**config.mk**
```make
export PLATFORM = sky130hd
export DESIGN_NAME = wevf_lane
export DESIGN_NICKNAME = d
export VERILOG_FILES = /design/src/rtl/wevf_pkg.sv /design/src/rtl/wevf_lane.sv
export SDC_FILE = /design/constraint.sdc
export NUM_CORES = 2
export LEC_CHECK = 0
export ABC_AREA = 0
export BUFFER_PORTS_ARGS = -buffer_cell sky130_fd_sc_hd__buf_4
export CORE_ASPECT_RATIO = 2
export CORE_MARGIN = 4
export CORE_UTILIZATION = 24
export DETAILED_ROUTE_END_ITERATION = 7
export GPL_TIMING_DRIVEN = 0
export RECOVER_POWER = 50
export SLEW_MARGIN = 20
export SYNTH_ARGS = -nofsm -noshare
export SYNTH_HDL_FRONTEND = slang
export SYNTH_SLANG_ARGS = --single-unit
export TNS_END_PERCENT = 20
```
**constraint.sdc**
```tcl
create_clock -name clk -period 28.5 [get_ports clk]
set_input_delay 8.55 -clock clk [delete_from_list [all_inputs] [get_ports clk]]
set_output_delay 8.55 -clock clk [all_outputs]
set_load 0.1 [all_outputs]
```
**src/rtl/wevf_pkg.sv**
```systemverilog
// ----------------------------------------------------------------------------
// wevf_pkg: shared types, constants and helpers
// Field widths, configuration register indexes, lane control word and the
// signed 32-bit saturation used by the velocity filter lanes.
// ----------------------------------------------------------------------------
`default_nettype none

package wevf_pkg;

  localparam int DELTA_W   = 16;  // encoder delta per tick
  localparam int D_W       = 17;  // delta after optional negation
  localparam int POS_W     = 32;
  localparam int SPD_W     = 32;
  localparam int MASK_W    = 4;   // sign mask covers FL FR RL RR only
  localparam int VPC_W     = 24;
  localparam int ALPHA_W   = 17;
  localparam int CFG_IDX_W = 2;
  localparam int CFG_DAT_W = 24;
  localparam int PROD1_W   = 42;  // d * velocity_per_count
  localparam int ERR_W     = 33;  // raw - filtered
  localparam int PROD2_W   = 51;  // alpha * err
  localparam int SUM_W     = 35;  // filtered + (prod2 >>> 16)
  localparam int FRAC_W    = 16;

  localparam logic [CFG_IDX_W-1:0] REG_SIGN_MASK    = 2'd0;
  localparam logic [CFG_IDX_W-1:0] REG_VEL_PER_CNT  = 2'd1;
  localparam logic [CFG_IDX_W-1:0] REG_FILTER_ALPHA = 2'd2;

  localparam logic [MASK_W-1:0]  SIGN_MASK_RST = 4'd5;
  localparam logic [VPC_W-1:0]   VPC_RST       = 24'd765950;
  localparam logic [ALPHA_W-1:0] ALPHA_RST     = 17'd5243;

  typedef struct packed {
    logic ld;    // take a new word, form delta and first product
    logic mul;   // form error and second product
    logic upd;   // commit position and filtered speed
  } lane_ctl_t;

  // Clamp a wide signed value to the signed 32-bit range.
  function automatic logic [31:0] sat32(input logic [PROD2_W-1:0] v);
    logic [31:0] r;
    if (!v[PROD2_W-1] && (|v[PROD2_W-2:31])) begin
      r = 32'h7FFF_FFFF;
    end else if (v[PROD2_W-1] && !(&v[PROD2_W-2:31])) begin
      r = 32'h8000_0000;
    end else begin
      r = v[31:0];
    end
    return r;
  endfunction

endpackage

`default_nettype wire

```
**src/rtl/wevf_lane.sv**
```systemverilog
// ----------------------------------------------------------------------------
// wevf_lane: per-wheel position accumulator and velocity low-pass filter
// Three steps per word: scale the delta, multiply the error by alpha, then
// commit the wrapping position and the saturated filtered speed.
// ----------------------------------------------------------------------------
`default_nettype none

module wevf_lane (
  input  wire                                  clk,
  input  wire                                  rst_n,
  input  wire  wevf_pkg::lane_ctl_t            ctl,
  input  wire                                  neg,
  input  wire  [wevf_pkg::VPC_W-1:0]           vel_per_count,
  input  wire  [wevf_pkg::ALPHA_W-1:0]         alpha,
  input  wire  [wevf_pkg::DELTA_W-1:0]         delta,
  output logic [wevf_pkg::POS_W-1:0]           pos_nxt,
  output logic [wevf_pkg::SPD_W-1:0]           spd_nxt
);

  logic        [wevf_pkg::POS_W-1:0]   pos_r;
  logic        [wevf_pkg::SPD_W-1:0]   spd_r;
  logic signed [wevf_pkg::D_W-1:0]     d_r,     d_nxt,  d_ext;
  logic signed [wevf_pkg::PROD1_W-1:0] prod1_r, prod1_nxt;
  logic signed [wevf_pkg::PROD2_W-1:0] prod2_r, prod2_nxt;
  logic        [wevf_pkg::SPD_W-1:0]   raw;
  logic signed [wevf_pkg::ERR_W-1:0]   err;
  logic signed [wevf_pkg::SUM_W-1:0]   sum;

  always_comb begin
    d_ext     = {delta[wevf_pkg::DELTA_W-1], delta};
    d_nxt     = neg ? -d_ext : d_ext;
    prod1_nxt = d_nxt * $signed({1'b0, vel_per_count});

    raw       = wevf_pkg::sat32({{(wevf_pkg::PROD2_W-wevf_pkg::PROD1_W)
                                  {prod1_r[wevf_pkg::PROD1_W-1]}}, prod1_r});
    err       = $signed({raw[31], raw}) - $signed({spd_r[31], spd_r});
    prod2_nxt = err * $signed({1'b0, alpha});

    // arithmetic shift by the fraction width: take the upper bits
    sum       = $signed(prod2_r[wevf_pkg::PROD2_W-1:wevf_pkg::FRAC_W])
              + $signed({{(wevf_pkg::SUM_W-wevf_pkg::SPD_W){spd_r[31]}}, spd_r});
    spd_nxt   = wevf_pkg::sat32({{(wevf_pkg::PROD2_W-wevf_pkg::SUM_W)
                                  {sum[wevf_pkg::SUM_W-1]}}, sum});
    pos_nxt   = pos_r + {{(wevf_pkg::POS_W-wevf_pkg::D_W){d_r[wevf_pkg::D_W-1]}}, d_r};
  end

  always_ff @(posedge clk) begin
    if (ctl.ld) begin
      d_r     <= d_nxt;
      prod1_r <= prod1_nxt;
    end
    if (ctl.mul) begin
      prod2_r <= prod2_nxt;
    end
  end

  always_ff @(posedge clk) begin
    if (!rst_n) begin
      pos_r <= '0;
      spd_r <= '0;
    end else if (ctl.upd) begin
      pos_r <= pos_nxt;
      spd_r <= spd_nxt;
    end
  end

endmodule

`default_nettype wire

```
Yosys cells after proc, flatten, opt, wreduce, memory -nomap -nowiden
Cells that the tools add are included.
Storage, ports and cells
  register bits: 174
  input port bits: 63
  word-level logic and storage cells: 28
Operators by class
  add/subtract/negate cells: 4
  multiply operators: 2
  multiplexer cells: 5
  reduce and logical (&&, ||, !) cells: 12
Operators with widths (number)
  $mux 32: 4
  $mul 33x18->51: 1
  $mul 17x25->42: 1
  $add 35x32->35: 1
  $sub 32x32->33: 1
  $add 32x32->32: 1
  $mux 17: 1
  $neg 16->17: 1
  $reduce_and 11->1: 1
  $reduce_or 11->1: 1
  $logic_and 1x1->1: 4
  $logic_not 1->1: 4
  $reduce_and 4->1: 1
  $reduce_or 4->1: 1

Logic depth before layout (Yosys ltp)
  depth after elaboration: 7
  depth in mapped cells: 41
  mapped depth without buffers: 38

Worst setup path before layout
No wires, ideal clock.
  kind: input port to flip-flop
  start point: in delta[2] in the netlist's numbering
  end point: reg prod1_r[41] in the netlist's numbering (data pin)
  setup time: 0.260 ns
  data arrival time: 15.547 ns
  setup slack: 12.693 ns
  stages on the path: 27
  buffers on the path: 2
  path through: nor3_1 -> nand3b_1 -> or3_1 -> or3_1 -> o31ai_1 -> xnor2_1 -> clkbuf_1 -> nand2_1 -> fa_1 -> fa_1 -> fa_1 -> fa_1 -> fa_1 -> inv_1 -> fa_1 -> ha_1 -> clkbuf_1 -> a21o_1 -> a21o_1 -> a21oi_1 -> o21bai_1 -> a2111o_1 -> a31o_2 -> a41oi_1 -> o21ai_0 -> a21oi_1 -> xnor2_1
Between the ends
  cells in the longest elaborated chain, start to end: 3
RTL lines
  from (decl): RTL line wevf_lane.sv:15  | input wire [wevf_pkg::DELTA_W-1:0] delta,
  $neg 16->17: RTL line wevf_lane.sv:31  | d_nxt = neg ? -d_ext : d_ext;
  $mux 17: RTL line wevf_lane.sv:31
  named net d_nxt (one bit): RTL line wevf_lane.sv:22  | logic signed [wevf_pkg::D_W-1:0] d_r, d_nxt, d_ext;
  $mul 17x25->42: RTL line wevf_lane.sv:32  | prod1_nxt = d_nxt * $signed({1'b0, vel_per_count});
  named net prod1_nxt (one bit): RTL line wevf_lane.sv:23  | logic signed [wevf_pkg::PROD1_W-1:0] prod1_r, prod1_nxt;
  to (signal assigned): RTL line wevf_lane.sv:50  | prod1_r <= prod1_nxt;
  to (decl): RTL line wevf_lane.sv:23
The timed path passes the listed nets, and every way through them passes these cells.
A chain may end at the register's enable or synchronous reset.

Worst setup path in the final report
  start point: in delta[0] in the netlist's numbering
  end point: reg prod1_r[41] in the netlist's numbering (data pin)
Between the ends
  cells in the longest elaborated chain, start to end: 3
RTL lines (RTL line)
  $neg 16->17: wevf_lane.sv:31
  $mux 17 (*): wevf_lane.sv:31
  $mul 17x25->42 (*): wevf_lane.sv:32
  named net prod1_nxt (one bit): wevf_lane.sv:23
Mark *: on every way through the listed nets, which the timed path passes. The rest lies on a longest branch.

==> results_dict.tcl <==
set metrics [dict create \
    outcome "finished, violations left" \
    violations "max-capacitance violations, max-slew violations" \
    synth_edf_count 94 \
    cts_num_sinks 158 \
    end_kind "flip-flop" \
    synthTopCellsByArea "fa_1, ha_1, inv_1" \
    crit_type "in2reg" \
    synth_nets 6123 \
    drive_above_1_share_pct 5.19 \
    setup_viol 0 \
    ys_top_cells_by_count "inv_1, fa_1, nand2_1" \
    root_buffer "clkbuf_16" \
    final_core_util_pct 26.7 \
    yosysMostFrequentCell "inv_1" \
    postCtsHoldBufs 0 \
    grt_max_degree 60 \
    port_buffers 120 \
    clock_skew_ps 22.4 \
    grt_pass1_vias 38543 \
    cts_buffer_depth 2 \
    final_nets 6267 \
    hp-class "reg2reg" \
    worst_pin_slew_ps 3200 \
    cts_tree "built" \
    initial_core_util_pct 24.2 \
    grt_usage_pct 17.0 \
    coreArea_sq_um 180000 \
    drt_first_pass_iters 5 \
    drtIter0Drc 1890 \
    routed_wirelength_um 159000 \
    io_pins 127 \
    worstPathArrival_ps 17550 \
    cp.required_ps 28720 \
    worst-r2r-setup-slack_ps 15210 \
    dp_hpwl_um 137000 \
    antenna_found_initial 5 \
    r2r-end "prod2_r[50]" \
    yosysWarnings 0 \
    relSlewSlack_pct -113 \
    worstHoldStart "pos_r[19]" \
    rsz0062_at_grt "no" \
    ys_types 88 \
    finalSetupTns_ps 0 \
    hold_viol 0 \
    cp_max_fo 10 \
    crit_path_max_incr_delay_ps 740 \
    synth_top_cell_by_area "fa_1" \
    die-area_sq_um 188000 \
    synthCells 4837 \
    fp.dieW_um 309 \
    grt_pass1_wl_um 236000 \
    vias 34373 \
    synth.avg_cell_area_sq_um 8.98 \
    ys_async_sr_fraction_pct 0 \
    post_cts_buffers 0 \
    avgRoutedWirePerCell_um 21.7 \
    fin_crit_sh_pct 60.8 \
    place.gp.congestion 0.981 \
    post_cts_resized 0 \
    r2r_start "prod1_r[39]" \
    ant_nets 0 \
    ys_ff_latch 158 \
    cts_max_level 4 \
    critPathMostFrequentCell "fa_1" \
    num_rows 220 \
    synth-main-ff-cell "edfxtp_1" \
    max_freq_ghz 0.0577 \
    rr_worst_depth 38 \
    clk_pin_slew_ps 80 \
    grt_overflow 0 \
    drc 0 \
    layout_min_cycle_time_ps 17330 \
    holdPathStages 2 \
    area_growth_pct 10.4 \
    cp_slowest_cell "clkbuf_1" \
    viasPerCell 4.69 \
    synth_top_area_share_pct 39.9 \
    cts_made_buffers 17 \
    mappedNetlistArea_sq_um 43400 \
    clk_latency_ps 490 \
    holdPathEnd "pos_r[19]" \
    critical_path.startpoint_type "input port" \
    die_h_um 610 \
    cap_violations 2 \
    slew_viol_final 96 \
    ys_seq_area_share_pct 9.45 \
]
## placed cells by master, fill, tap and decap left out, drive strengths merged, types with 27 or more instances in the layout
master / instances
or2: 27
and2: 374
xnor2: 126
dfxtp: 64
o21ai: 110
xor2: 50
nand3: 44
clkbuf: 209
o21a: 61
a21oi: 153
buf: 142
a21o: 65
nand2: 655
ha: 357
nor2: 125
mux2i: 27
inv: 1065
fa: 866
nor2b: 55
nand2b: 27
edfxtp: 94
## stage by stage
step / std cells / worst slack, ps / hold WS (ps) / area, sq um
2_1_floorplan: 4837 / 12690 / 454 / 43400
5_1_grt: 7325 / 10830 / 522 / 48000
3_3_place_gp: 7288 / 11070 / 464 / 47300
6_report: 7326 / 11170 / 487 / 48000
3_5_place_dp: 7293 / 11090 / 470 / 47400
4_1_cts: 7325 / 11570 / 484 / 48000
## worst max path at each step
stage,start,end,depth (start not counted)
4_1_cts,delta[0],prod1_r[41],30
3_3_place_gp,delta[2],prod1_r[41],27
5_1_grt,delta[0],prod1_r[41],30
2_1_floorplan,delta[2],prod1_r[41],27
6_report,delta[0],prod1_r[41],30
3_5_place_dp,delta[0],prod1_r[41],30
## registers in the layout, indices dropped and copies added (netlist names)
register	flops
prod1_r	42
prod2_r	35
pos_r	32
spd_r	32
d_r	17
## critical path, delay by kind of cell
family | cells | cell delay, ps
AOI/OAI and AO/OA | 7 | 1610
xor gates and xnor gates | 1 | 80
adders and majority gates | 8 | 3450
buffers and inverters | 6 | 1500
muxes | 1 | 520
and+or+nand+nor | 7 | 1810
## routing by layer
layer	vias up	wire, um	global-route usage, %
li1	15133	-	-
met5	-	31	0
met3	597	6500	1.86
met2	1185	85500	32.5
met1	17454	49000	15.4
met4	4	18000	15.4
## cell families after synthesis
kind of cell,after synthesis,synth area share [%]
XOR/XNOR,176,3.55
buffers and inverters,1263,11.1
flip-flops,158,9.45
multiplexers,27,0.622
AND/OR/NAND/NOR,1401,15.6
AO/OA/AOI/OAI,589,9.48
adder cells (fa/ha/maj),1223,50.2
## final cells by class
class | count | area, sq um
fillers | 19132 | 132000
multi-input cells | 3416 | 34600
flip-flops and latches | 158 | 4100
inverters | 1054 | 3960
well taps | 2331 | 2920
repair buffers | 125 | 942
plain buffers | 209 | 850
clock buffers | 17 | 425
clock inverters | 15 | 144
diodes | 1 | 2.50
Power is not shown: default switching activity piles up to over one toggle a cycle in this logic, so the estimate is an artifact.
