[config.mk]
export PLATFORM = sky130hd
export DESIGN_NAME = wevf_merge
export DESIGN_NICKNAME = d
export VERILOG_FILES = /design/src/rtl/wevf_pkg.sv /design/src/rtl/wevf_merge.sv
export SDC_FILE = /design/constraint.sdc
export NUM_CORES = 1
export LEC_CHECK = 0
export ABC_AREA = 1
export ABC_CLOCK_PERIOD_IN_PS = 900
export BUFFER_PORTS_ARGS = -buffer_cell sky130_fd_sc_hd__buf_2
export CORE_AREA = 5 5 197 199
export DETAILED_ROUTE_END_ITERATION = 7
export DIE_AREA = 0 0 202 204
export SETUP_SLACK_MARGIN = 0.4
export SYNTH_ARGS = -nofsm -noshare
export SYNTH_HDL_FRONTEND = slang
export SYNTH_SLANG_ARGS = --single-unit
[constraint.sdc]
create_clock -name clk -period 0.9 [get_ports clk]
set_clock_uncertainty 0.2 [all_clocks]
set_input_delay 0.18 -clock clk [delete_from_list [all_inputs] [get_ports clk]]
set_output_delay 0.18 -clock clk [all_outputs]
set_load 0.05 [all_outputs]
[src/rtl/wevf_pkg.sv]
// ----------------------------------------------------------------------------
// wevf_pkg: shared types, constants and helpers
// Field widths, configuration register indexes, lane control word and the
// signed 32-bit saturation used by the velocity filter lanes.
// ----------------------------------------------------------------------------
`default_nettype none

package wevf_pkg;

  localparam int DELTA_W   = 16;  // encoder delta per tick
  localparam int D_W       = 17;  // delta after optional negation
  localparam int POS_W     = 32;
  localparam int SPD_W     = 32;
  localparam int MASK_W    = 4;   // sign mask covers FL FR RL RR only
  localparam int VPC_W     = 24;
  localparam int ALPHA_W   = 17;
  localparam int CFG_IDX_W = 2;
  localparam int CFG_DAT_W = 24;
  localparam int PROD1_W   = 42;  // d * velocity_per_count
  localparam int ERR_W     = 33;  // raw - filtered
  localparam int PROD2_W   = 51;  // alpha * err
  localparam int SUM_W     = 35;  // filtered + (prod2 >>> 16)
  localparam int FRAC_W    = 16;

  localparam logic [CFG_IDX_W-1:0] REG_SIGN_MASK    = 2'd0;
  localparam logic [CFG_IDX_W-1:0] REG_VEL_PER_CNT  = 2'd1;
  localparam logic [CFG_IDX_W-1:0] REG_FILTER_ALPHA = 2'd2;

  localparam logic [MASK_W-1:0]  SIGN_MASK_RST = 4'd5;
  localparam logic [VPC_W-1:0]   VPC_RST       = 24'd765950;
  localparam logic [ALPHA_W-1:0] ALPHA_RST     = 17'd5243;

  typedef struct packed {
    logic ld;    // take a new word, form delta and first product
    logic mul;   // form error and second product
    logic upd;   // commit position and filtered speed
  } lane_ctl_t;

  // Clamp a wide signed value to the signed 32-bit range.
  function automatic logic [31:0] sat32(input logic [PROD2_W-1:0] v);
    logic [31:0] r;
    if (!v[PROD2_W-1] && (|v[PROD2_W-2:31])) begin
      r = 32'h7FFF_FFFF;
    end else if (v[PROD2_W-1] && !(&v[PROD2_W-2:31])) begin
      r = 32'h8000_0000;
    end else begin
      r = v[31:0];
    end
    return r;
  endfunction

endpackage

`default_nettype wire

[src/rtl/wevf_merge.sv]
// ----------------------------------------------------------------------------
// wevf_merge: result register combining all lanes into one output word
// Packs every position then every filtered speed and holds the word until
// the receiver takes it.
// ----------------------------------------------------------------------------
`default_nettype none

module wevf_merge #(
  parameter int WHEELS = 4
) (
  input  wire                                         clk,
  input  wire                                         rst_n,
  input  wire                                         load,
  input  wire  [WHEELS-1:0][wevf_pkg::POS_W-1:0]      pos,
  input  wire  [WHEELS-1:0][wevf_pkg::SPD_W-1:0]      spd,
  output logic                                        out_free,
  output logic                                        out_tvalid,
  input  wire                                         out_tready,
  output logic [WHEELS*(wevf_pkg::POS_W+wevf_pkg::SPD_W)-1:0] out_tdata
);

  localparam int POS_BITS = WHEELS * wevf_pkg::POS_W;

  logic                                  valid_r;
  logic [WHEELS*(wevf_pkg::POS_W+wevf_pkg::SPD_W)-1:0] data_r;

  assign out_free   = !valid_r || out_tready;
  assign out_tvalid = valid_r;
  assign out_tdata  = data_r;

  always_ff @(posedge clk) begin
    if (!rst_n) begin
      valid_r <= 1'b0;
    end else if (load) begin
      valid_r <= 1'b1;
    end else if (out_tready) begin
      valid_r <= 1'b0;
    end
  end

  always_ff @(posedge clk) begin
    if (load) begin
      data_r[POS_BITS-1:0]            <= pos;
      data_r[$bits(data_r)-1:POS_BITS] <= spd;
    end
  end

endmodule

`default_nettype wire

After elaboration in Yosys (flattened, before gate mapping)
Cells that the tools add are included.
{ "op_classes": {"n_mul": 0, "n_reduce_logical": 3, "shift": 0, "addsub": 0, "n_bitwise": 0, "n_eq_ne": 0, "muxes": 2, "n_div": 0, "magnitude_cmp": 0} }
{ "ops": {"columns": ["operator", "count"], "rows": [
  ["$mux 1", 2],
  ["$reduce_bool 2->1", 1],
  ["$logic_not 1->1", 1],
  ["$logic_or 1x1->1", 1]
]} }
{ "totals": {"memories": 0, "reg_bits": 257, "wordCells": 7, "mem_bits_ro": 0, "in_bits": 260, "out_inout_bits": 258, "latchBits": 0, "ram_bits": 0} }

Depth between registers and ports, before layout
Gate-level depths: netlist of the first run.
{ "depth": {"depth_word": 2, "depth_mapped": 3, "depth_no_buf": 3} }

Least setup slack after synthesis of the first run
No wires, ideal clock.
{ "synth_timing": {"kind": "reg2reg", "start": "register out_tvalid (netlist name)", "end": "register valid_r, in the netlist out_tvalid", "stages_incl_launch_ff": 3, "setup_time_ps": 67, "arrival_ps": 1100, "required_time_ps": 633, "n_path_buf": 0, "synth_period_minus_slack_ps": 1366, "path_slack_ps": -466, "cell_sequence": "dfxtp_1 > nand2_2 > a21oi_2"} }
{ "synth_rtl": {"columns": ["element", "line", "source"], "rows": [
  ["end signal, assigned", "wevf_merge.sv:33", "valid_r <= 1'b0;"],
  ["end signal, assigned", "wevf_merge.sv:35", "valid_r <= 1'b1;"],
  ["end signal, assigned", "wevf_merge.sv:37", "valid_r <= 1'b0;"],
  ["end, declared", "wevf_merge.sv:24", "logic valid_r;"]
]} }

Final worst setup path of the first run
{ "layout_timing": {"start": "register data_r (netlist bit out_tdata[237])", "end": "output out_tdata[237] (netlist name)"} }
{ "layout_rtl": {"columns": ["element", "line", "source"], "rows": [
  ["start, declared", "wevf_merge.sv:25", "logic [WHEELS*(wevf_pkg::POS_W+wevf_pkg::SPD_W)-1:0] data_r;"],
  ["start signal, assigned by index", "wevf_merge.sv:43", "data_r[POS_BITS-1:0] <= pos;"],
  ["start signal, assigned by index", "wevf_merge.sv:44", "data_r[$bits(data_r)-1:POS_BITS] <= spd;"],
  ["end, declared", "wevf_merge.sv:19", "output logic [WHEELS*(wevf_pkg::POS_W+wevf_pkg::SPD_W)-1:0] out_tdata"]
]} }
No word-level cell between the ends.

==> results of run 1 <==
==> layout by cell type, fill, tap and decap left out <==
master	count
clkinv_2	8
clkbuf_1	4
buf_6	238
a21oi_2	1
edfxtp_1	256
buf_2	258
dfxtp_4	1
nand2_8	1
clkbuf_16	29
clkinv_1	6
clkinvlp_4	1
buf_16	18
buf_12	53
buf_8	24
inv_1	3
bufinv_16	2
==> where the power goes <==
group | switching, mW | internal [mW]
combinational | 4.30 | 2.89
sequential | 0.532 | 14.3
clock | 4.28 | 6.02
==> cells by family (layout without fill, tap and decap cells) <==
group / count (synthesis) / count (layout)
AOI/OAI and AO/OA: 1 / 1
buffers and inverters: 3 / 644
DFF: 257 / 257
and+or+nand+nor: 1 / 1
==> per-layer routing <==
metal,up-vias,global-route usage,part of all wire
li1,2323,-,-
met1,2441,0.130,0.35
met2,337,0.222,0.52
met3,40,0.0492,0.11
met4,2,0.0374,0.024
met5,-,0,0.00048
==> metrics by stage <==
stage	total power, mW	setup WS, ns
floorplan	18.1	-0.0806
global placement	20.5	-0.279
detailed placement	20.5	-0.291
CTS	32.6	-0.751
global route	33.5	-0.739
finish	32.3	-0.668
==> final timing paths <==
kind,depth (start not counted),end,startpoint,slack (ns)
setup / recovery,1,out_tdata[237],out_tdata[237],-0.67
hold / removal,1,out_tdata[193],spd[65],-0.38
setup reg to reg,5,out_tvalid,out_tvalid,-0.26
hold reg to reg,5,out_tvalid,out_tvalid,0.56
==> layout make-up <==
cell class / count / area, µm² / area share
timing repair buffer: 593 / 5940 / 0.393
tap: 474 / 593 / 0.0393
inverter: 3 / 11.3 / 0.000746
multi-input combinational: 2 / 28.8 / 0.00191
clock inverter: 17 / 130 / 0.00862
sequential: 257 / 7710 / 0.511
clock buffer: 31 / 691 / 0.0457
==> state kept, by name, summed over array words and instances (netlist names) <==
register    flops
out_tdata     256
out_tvalid      1
==> timing repair <==
item                                    in CTS  in global routing
cloned                                      14                  3
hold endpoints to repair                   280                280
setup buffers                               21                  4
pin swaps                                    2                  1
resized for setup                          520                 16
endpoints found under the setup margin     505                514
==> results.json, run 1 <==
{
  "dieArea_um2": 41200,
  "grt_max_degree": 24,
  "drcViolationCount": 0,
  "synth_common_cells": "edfxtp_1, inv_1, a21oi_2, dfxtp_1, nand2_2",
  "drive_above_1_share": 0.702,
  "synth_top_area_frac": 0.994,
  "ios": 518,
  "clock.fmax_mhz": 638,
  "wirelength_um": 26900,
  "cp.arrival_ns": 1.19,
  "peakVddDrop_uv": 1380,
  "finalNetCount": 1143,
  "grt-ovfl-total": 0,
  "dpl.hpwl_um": 20000,
  "synth.yosys.seq_area_share": 0.997,
  "ys_types": 5,
  "wl_per_cell_um": 19.5,
  "setup_tns_ns": -147.07,
  "crit_chain": "buf_12",
  "antenna_found_initial": 3,
  "ys_warn_count": 0,
  "synth-seq-cells": 257,
  "via_per_inst": 3.73,
  "area_growth_pct": 95.3,
  "worstPathMaxFanout": 1,
  "power_density_nw_per_um2": 2140,
  "cts-htree-levels": 1,
  "numCtsBuffers": 26,
  "timing.hold.ws_ns": -0.377,
  "rows": 71,
  "synth_compound_area_frac": 0.00113,
  "min_period_ns": 1.57,
  "syn-cell-area_um2": 7730,
  "synth-adder-area-share": 0,
  "postSynthAreaPerCell_um2": 29.5,
  "synth_edf_count": 256,
  "cp_top_family": "flip-flops",
  "postSynthCellCount": 262,
  "synth_xor_area_frac": 0,
  "die_h_um": 204,
  "path_class": "flop to output port",
  "synthMuxAreaShare": 0,
  "cts_tree": "built",
  "drt_pre_antenna_iters": 4,
  "min_period_over_period": 1.74,
  "synth_top_family_by_area": "buffers and inverters",
  "grt_pass1_vias": 5773,
  "hold_class": "input pin to flop",
  "p_leak_nw": 6.33,
  "synth_top_area_cell": "edfxtp_1",
  "clk_latency_ns": 0.53,
  "cts_buffer_depth": 3,
  "cts-root-buf": "clkbuf_16",
  "place_congestion": 0.819,
  "syn_nets": 522,
  "synth_most_common_cell": "edfxtp_1",
  "dp_cells": 1287,
  "max_stage_delay_ns": 0.47,
  "port_buffers": 517,
  "slew_violations": 0,
  "clock_sinks": 257,
  "postRouteAntennaNets": 0,
  "routed-via-count": 5143,
  "coreArea_um2": 37000,
  "synthTopCellsByArea": "edfxtp_1, dfxtp_1, inv_1",
  "rsz0062_at_grt": "yes",
  "fillers": 3281,
  "setup_viol": 259,
  "cp_num_buf_inv": 1,
  "setup_slack_ns": -0.668,
  "max_cap_violations": 0,
  "hold_viol": 280,
  "cp-start-kind": "flop",
  "yosys.area_share.simple": 0.000809,
  "cp-end-kind": "output port",
  "diodes": 0,
  "grt_pass1_wl_um": 37300,
  "die_width_um": 202,
  "final_area_um2": 15100,
  "path_clk_slew_ns": 0.06,
  "violations": "negative hold slack, negative setup slack",
  "outcome": "complete, but fails checks",
  "drtIter0Drc": 175,
  "synth_ff_type": "edfxtp_1",
  "relSlewSlack": 0.866,
  "max_slew.worst_pin.slew_ns": 0.201,
  "crit_required_ns": 0.52,
  "placed_cell_area_um2": 11800,
  "start_util": 0.209,
  "async_reset_ff_frac": 0,
  "fin_util": 0.408,
  "final_cells": 1377,
  "grtUsageTotal": 0.122,
  "crit_slowest_cell": "edfxtp_1"
}
No activity file was read; power rests on OpenSTA's default activity.
==> inputs of run 2 (changes only) <==
Settings changed: ABC_CLOCK_PERIOD_IN_PS 900 to 1600.
Clock period 0.9 ns to 1.6 ns, I/O delays scaled along.
==> run 2 against run 1 <==
  * The run still ends with negative hold slack, negative setup slack left
  * First-iteration DRC count is 34% higher
  * Non-clock buffer count is 197 higher
  * Sequential share of layout area is 3.1 points lower
  * Routed wire length is 6.1% higher
  * Setup slack better by 0.59 ns
  * Utilization is 2.7 points higher
  * Combinational power is 43% lower
  * Die area stayed put
  * Final cell count is 14% higher
  * Critical path depth stayed put
  * Sequential power is 44% lower
  * Critical path type unchanged
  * Highest routed layer is now met4
==> results.json, run 2 (same netlist as run 1, synthesis figures left out) <==
{
  "start_util": 0.209,
  "ios": 518,
  "path_class": "flop to output port",
  "slew_violations": 0,
  "clock_sinks": 257,
  "most-common-layout-cells": "buf_2, dlygate4sd3_1, edfxtp_1, buf_6, clkbuf_16",
  "max_slew.worst_pin.slew_ns": 0.339,
  "rsz0062_at_grt": "yes",
  "timing.hold.ws_ns": -0.0142,
  "setup_viol": 127,
  "cp.arrival_ns": 1.16,
  "power_density_nw_per_um2": 1120,
  "cp_num_buf_inv": 1,
  "cp-end-kind": "output port",
  "postCtsHoldBufs": 257,
  "drt_pre_antenna_iters": 4,
  "cp_top_family": "flip-flops",
  "numCtsBuffers": 26,
  "clk_latency_ns": 0.52,
  "place_congestion": 0.832,
  "via_per_inst": 3.76,
  "cts_buffer_depth": 3,
  "cts-htree-levels": 1,
  "worstPathMaxFanout": 1,
  "hold_class": "input pin to flop",
  "die_h_um": 204,
  "cts_tree": "built",
  "coreArea_um2": 37000,
  "dieArea_um2": 41200,
  "postRouteAntennaNets": 0,
  "routed-via-count": 5924,
  "relSlewSlack": 0.774,
  "fillers": 3100,
  "grt_pass1_wl_um": 41700,
  "regArea_um2": 7710,
  "cp-start-kind": "flop",
  "cts-root-buf": "clkbuf_16",
  "hold_depth": 5,
  "p_leak_nw": 6.68,
  "area_growth_pct": 108,
  "max_cap_violations": 0,
  "dp_cells": 1268,
  "die_width_um": 202,
  "hold_viol": 4,
  "grtUsageTotal": 0.132,
  "final_cells": 1574,
  "multiInputGateArea_um2": 20.0,
  "drcViolationCount": 0,
  "wirelength_um": 28500,
  "drtIter0Drc": 234,
  "grt-ovfl-total": 0,
  "antenna_found_initial": 3,
  "port_buffers": 517,
  "ff2ff_path_depth": 3,
  "critical_path_depth": 1,
  "finalNetCount": 1340,
  "setup_tns_ns": -2.12,
  "min_period_ns": 1.68,
  "crit_chain": "buf_6",
  "outcome": "complete, but fails checks",
  "wl_per_cell_um": 18.1,
  "path_clk_slew_ns": 0.06,
  "peakVddDrop_uv": 935,
  "dpl.hpwl_um": 18900,
  "rows": 71,
  "grt_pass1_vias": 6778,
  "final_common_cell": "buf_2",
  "grt_max_degree": 40,
  "crit_slowest_cell": "edfxtp_1",
  "setup_slack_ns": -0.0754,
  "min_period_over_period": 1.05,
  "violations": "negative hold slack, negative setup slack",
  "clock.fmax_mhz": 597,
  "largest_reg_flops": 256,
  "drive_above_1_share": 0.519,
  "crit_required_ns": 1.08,
  "max_stage_delay_ns": 0.44
}
## run 2: worst paths after layout
check	slack [ns]	from	endpoint
setup / recovery	-0.08	out_tdata[119]	out_tdata[119]
hold / removal	-0.01	out_tready	out_tvalid
setup reg to reg	0.69	out_tvalid	out_tvalid
hold reg to reg	0.40	out_tvalid	out_tvalid
## run 2: area by class of cell
| class | instances | area share |
|---|---|---|
| clock buffers | 35 | 0.0439 |
| repair buffers | 790 | 0.433 |
| inverters | 3 | 0.000700 |
| well taps | 474 | 0.0369 |
| diodes | 1 | 0.000156 |
| flip-flops and latches | 257 | 0.479 |
| multi-input cells | 2 | 0.00124 |
| clock inverters | 12 | 0.00506 |
## run 2: through the flow
stage	area, µm²	worst slack (ns)	total power [mW]	util
after floorplan	7740	0.412	10.2	-
after global placement	11100	0.170	11.2	0.299
after detailed placement	11100	0.161	11.2	0.299
after CTS	16100	-0.110	18.2	0.434
after global routing	16100	-0.121	18.7	0.434
final	16100	-0.0754	18.0	0.434
## run 2: power breakdown
group	switching [mW]	internal [mW]
clock network	2.42	3.24
registers	0.273	8.02
logic	2.46	1.62
## run 2: per-layer routing
| metal | vias up | track usage | part of all wire |
|---|---|---|---|
| met5 | - | 0 | 0 |
| met4 | 0 | 0.0457 | 0.030 |
| met3 | 54 | 0.0425 | 0.089 |
| met2 | 354 | 0.242 | 0.53 |
| met1 | 2812 | 0.143 | 0.35 |
| li1 | 2704 | - | - |
## run 2: what timing repair did
| action | CTS | global route |
|---|---|---|
| resized for setup | 518 | 1 |
| endpoints found under the setup margin | 258 | 258 |
| setup buffers | 1 | 0 |
| pin swaps | 1 | 0 |
| endpoints found under the hold margin | 270 | 14 |
==> inputs of run 3 (changes only) <==
--- a/config.mk
+++ b/config.mk
@@ -12,4 +12,5 @@
 export DETAILED_ROUTE_END_ITERATION = 7
 export DIE_AREA = 0 0 202 204
+export GPL_TIMING_DRIVEN = 1
 export SETUP_SLACK_MARGIN = 0.4
 export SYNTH_ARGS = -nofsm -noshare
==> constraint.sdc (replaced) <==
create_clock -name clk -period 1.6 [get_ports clk]
set_clock_uncertainty 0.2 [all_clocks]
set_input_delay 0.32 -clock clk [delete_from_list [all_inputs] [get_ports clk]]
set_output_delay 0.32 -clock clk [all_outputs]
set_load 0.1 [all_outputs]
==> run 3 against run 2 <==
  * The run still ends with negative hold slack, negative setup slack left
  * Sequential power increased by 1%
  * Count of clock-buffer cells in the layout is 1 lower
  * Die area unchanged
  * Sequential share of layout area is 2.7 points lower
  * Non-clock buffer count increased by 14
  * Hold slack worse by 0.10 ns
  * Combinational power is 58% higher
  * Critical path depth is the same
  * First-iteration DRC count shrank 18%
  * Clock power barely moved
  * Fmax down 7.9%
  * Cell area up 5.9%
  * Critical endpoint is now out_tdata[140]
  * Largest cell class is now buffers
==> results.json, run 3 (same netlist as run 1, synthesis figures left out) <==
{
  "outcome": "complete, but fails checks",
  "violations": "negative hold slack, negative setup slack",
  "hold_class": "input pin to flop",
  "die_h_um": 204,
  "rows": 71,
  "max_stage_delay_ns": 0.53,
  "power_mw": 20.5,
  "postRouteAntennaNets": 0,
  "grtUsageTotal": 0.137,
  "max_cap_violations": 0,
  "rsz0062_at_grt": "yes",
  "hold_viol": 11,
  "placed_cell_area_um2": 12600,
  "path_class": "flop to output port",
  "most-common-layout-cells": "buf_2, dlygate4sd3_1, edfxtp_1",
  "dieArea_um2": 41200,
  "crit_slowest_cell": "edfxtp_1",
  "die_width_um": 202,
  "min_period_over_period": 1.14,
  "start_util": 0.209,
  "setup_viol": 258,
  "grt_pass1_wl_um": 42800,
  "setup_slack_ns": -0.219,
  "antenna_found_initial": 0,
  "timing.hold.ws_ns": -0.116,
  "cts_buffer_depth": 3,
  "fillers": 3041,
  "routed-via-count": 6049,
  "drive_above_1_share": 0.527,
  "final_area_um2": 17000,
  "crit_required_ns": 1.08,
  "coreArea_um2": 37000,
  "wl_per_cell_um": 18.8,
  "wirelength_um": 29900,
  "dpl.hpwl_um": 19800,
  "cp-end-kind": "output port",
  "cts-htree-levels": 1,
  "min_period_ns": 1.82,
  "p_leak_nw": 7.07,
  "via_per_inst": 3.81,
  "peakVddDrop_uv": 984,
  "cp.arrival_ns": 1.30,
  "clk_latency_ns": 0.52,
  "numCtsBuffers": 27,
  "drcViolationCount": 0,
  "largest_reg_flops": 256,
  "drtIter0Drc": 191,
  "grt-ovfl-total": 0,
  "grt_max_degree": 31,
  "cp_num_buf_inv": 1,
  "slew_violations": 0,
  "clock_sinks": 257,
  "cp_top_family": "flip-flops",
  "relSlewSlack": 0.788,
  "area_growth_pct": 120,
  "cts_tree": "built",
  "postCtsHoldBufs": 257,
  "port_buffers": 517,
  "drt_pre_antenna_iters": 4,
  "cts-root-buf": "clkbuf_16",
  "cp-start-kind": "flop",
  "worstPathMaxFanout": 1,
  "place_congestion": 0.811,
  "max_slew.worst_pin.slew_ns": 0.318,
  "power_density_nw_per_um2": 1200,
  "crit_chain": "buf_12",
  "grt_pass1_vias": 7029,
  "ios": 518,
  "diodes": 0,
  "path_clk_slew_ns": 0.06,
  "dpl_worst_slack_ns": 0.160,
  "final_common_cell": "buf_2",
  "clock.fmax_mhz": 550,
  "finalNetCount": 1355
}
run 3: cell count changes in the layout (fill, tap and decap cells not counted), sizes merged:
cell,delta
buf,+14
clkbuf,-1
clkinv,+2
diode,-1
clkinvlp,-1
run 3: area by class of cell:
cell class                 instances  area [µm²]  area share
sequential                       257        7710       0.453
clock buffer                      34         702      0.0412
timing repair buffer             804        7900       0.464
multi-input combinational          2        28.8     0.00169
tap                              474         593      0.0348
inverter                           3        11.3    0.000661
clock inverter                    13        85.1     0.00499
run 3: path summary, 6_finish.rpt:
kind / slack, ns / end / depth (start not counted) / startpoint
max: -0.22 / out_tdata[140] / 1 / out_tdata[140]
min: -0.12 / out_tdata[128] / 1 / load
max reg2reg: 0.66 / out_tvalid / 3 / out_tvalid
min reg2reg: 0.40 / out_tvalid / 3 / out_tvalid
run 3: per-layer routing:
layer | GRT usage | vias up | share of wire
li1 | - | 2741 | -
met1 | 0.145 | 2887 | 0.35
met2 | 0.248 | 369 | 0.52
met3 | 0.0487 | 52 | 0.093
met4 | 0.0522 | 0 | 0.033
met5 | 0 | - | 0
run 3: what timing repair did:
| item | 4_1_cts | 5_1_grt |
|---|---|---|
| setup endpoints to repair | 258 | 258 |
| resized for setup | 336 | 15 |
| pin swaps | 1 | 0 |
| endpoints found under the hold margin | 268 | 11 |
| setup buffers | 0 | 1 |
run 3: power breakdown:
group          internal (mW)  switching (mW)  total (mW)
clock                   3.24            2.45        5.69
sequential              8.03           0.358        8.38
combinational           2.00            4.44        6.44
run 3: per-stage QoR:
step / setup TNS (ns) / hold slack, ns / std cells / util
finish: -11.94 / -0.116 / 1587 / 0.460
global route: -22.36 / -0.124 / 1587 / 0.460
CTS: -19.75 / -0.140 / 1586 / 0.458
detailed placement: 0 / 0.298 / 1282 / 0.339
global placement: 0 / 0.296 / 1282 / 0.339
floorplan: 0 / 0.219 / 262 / -
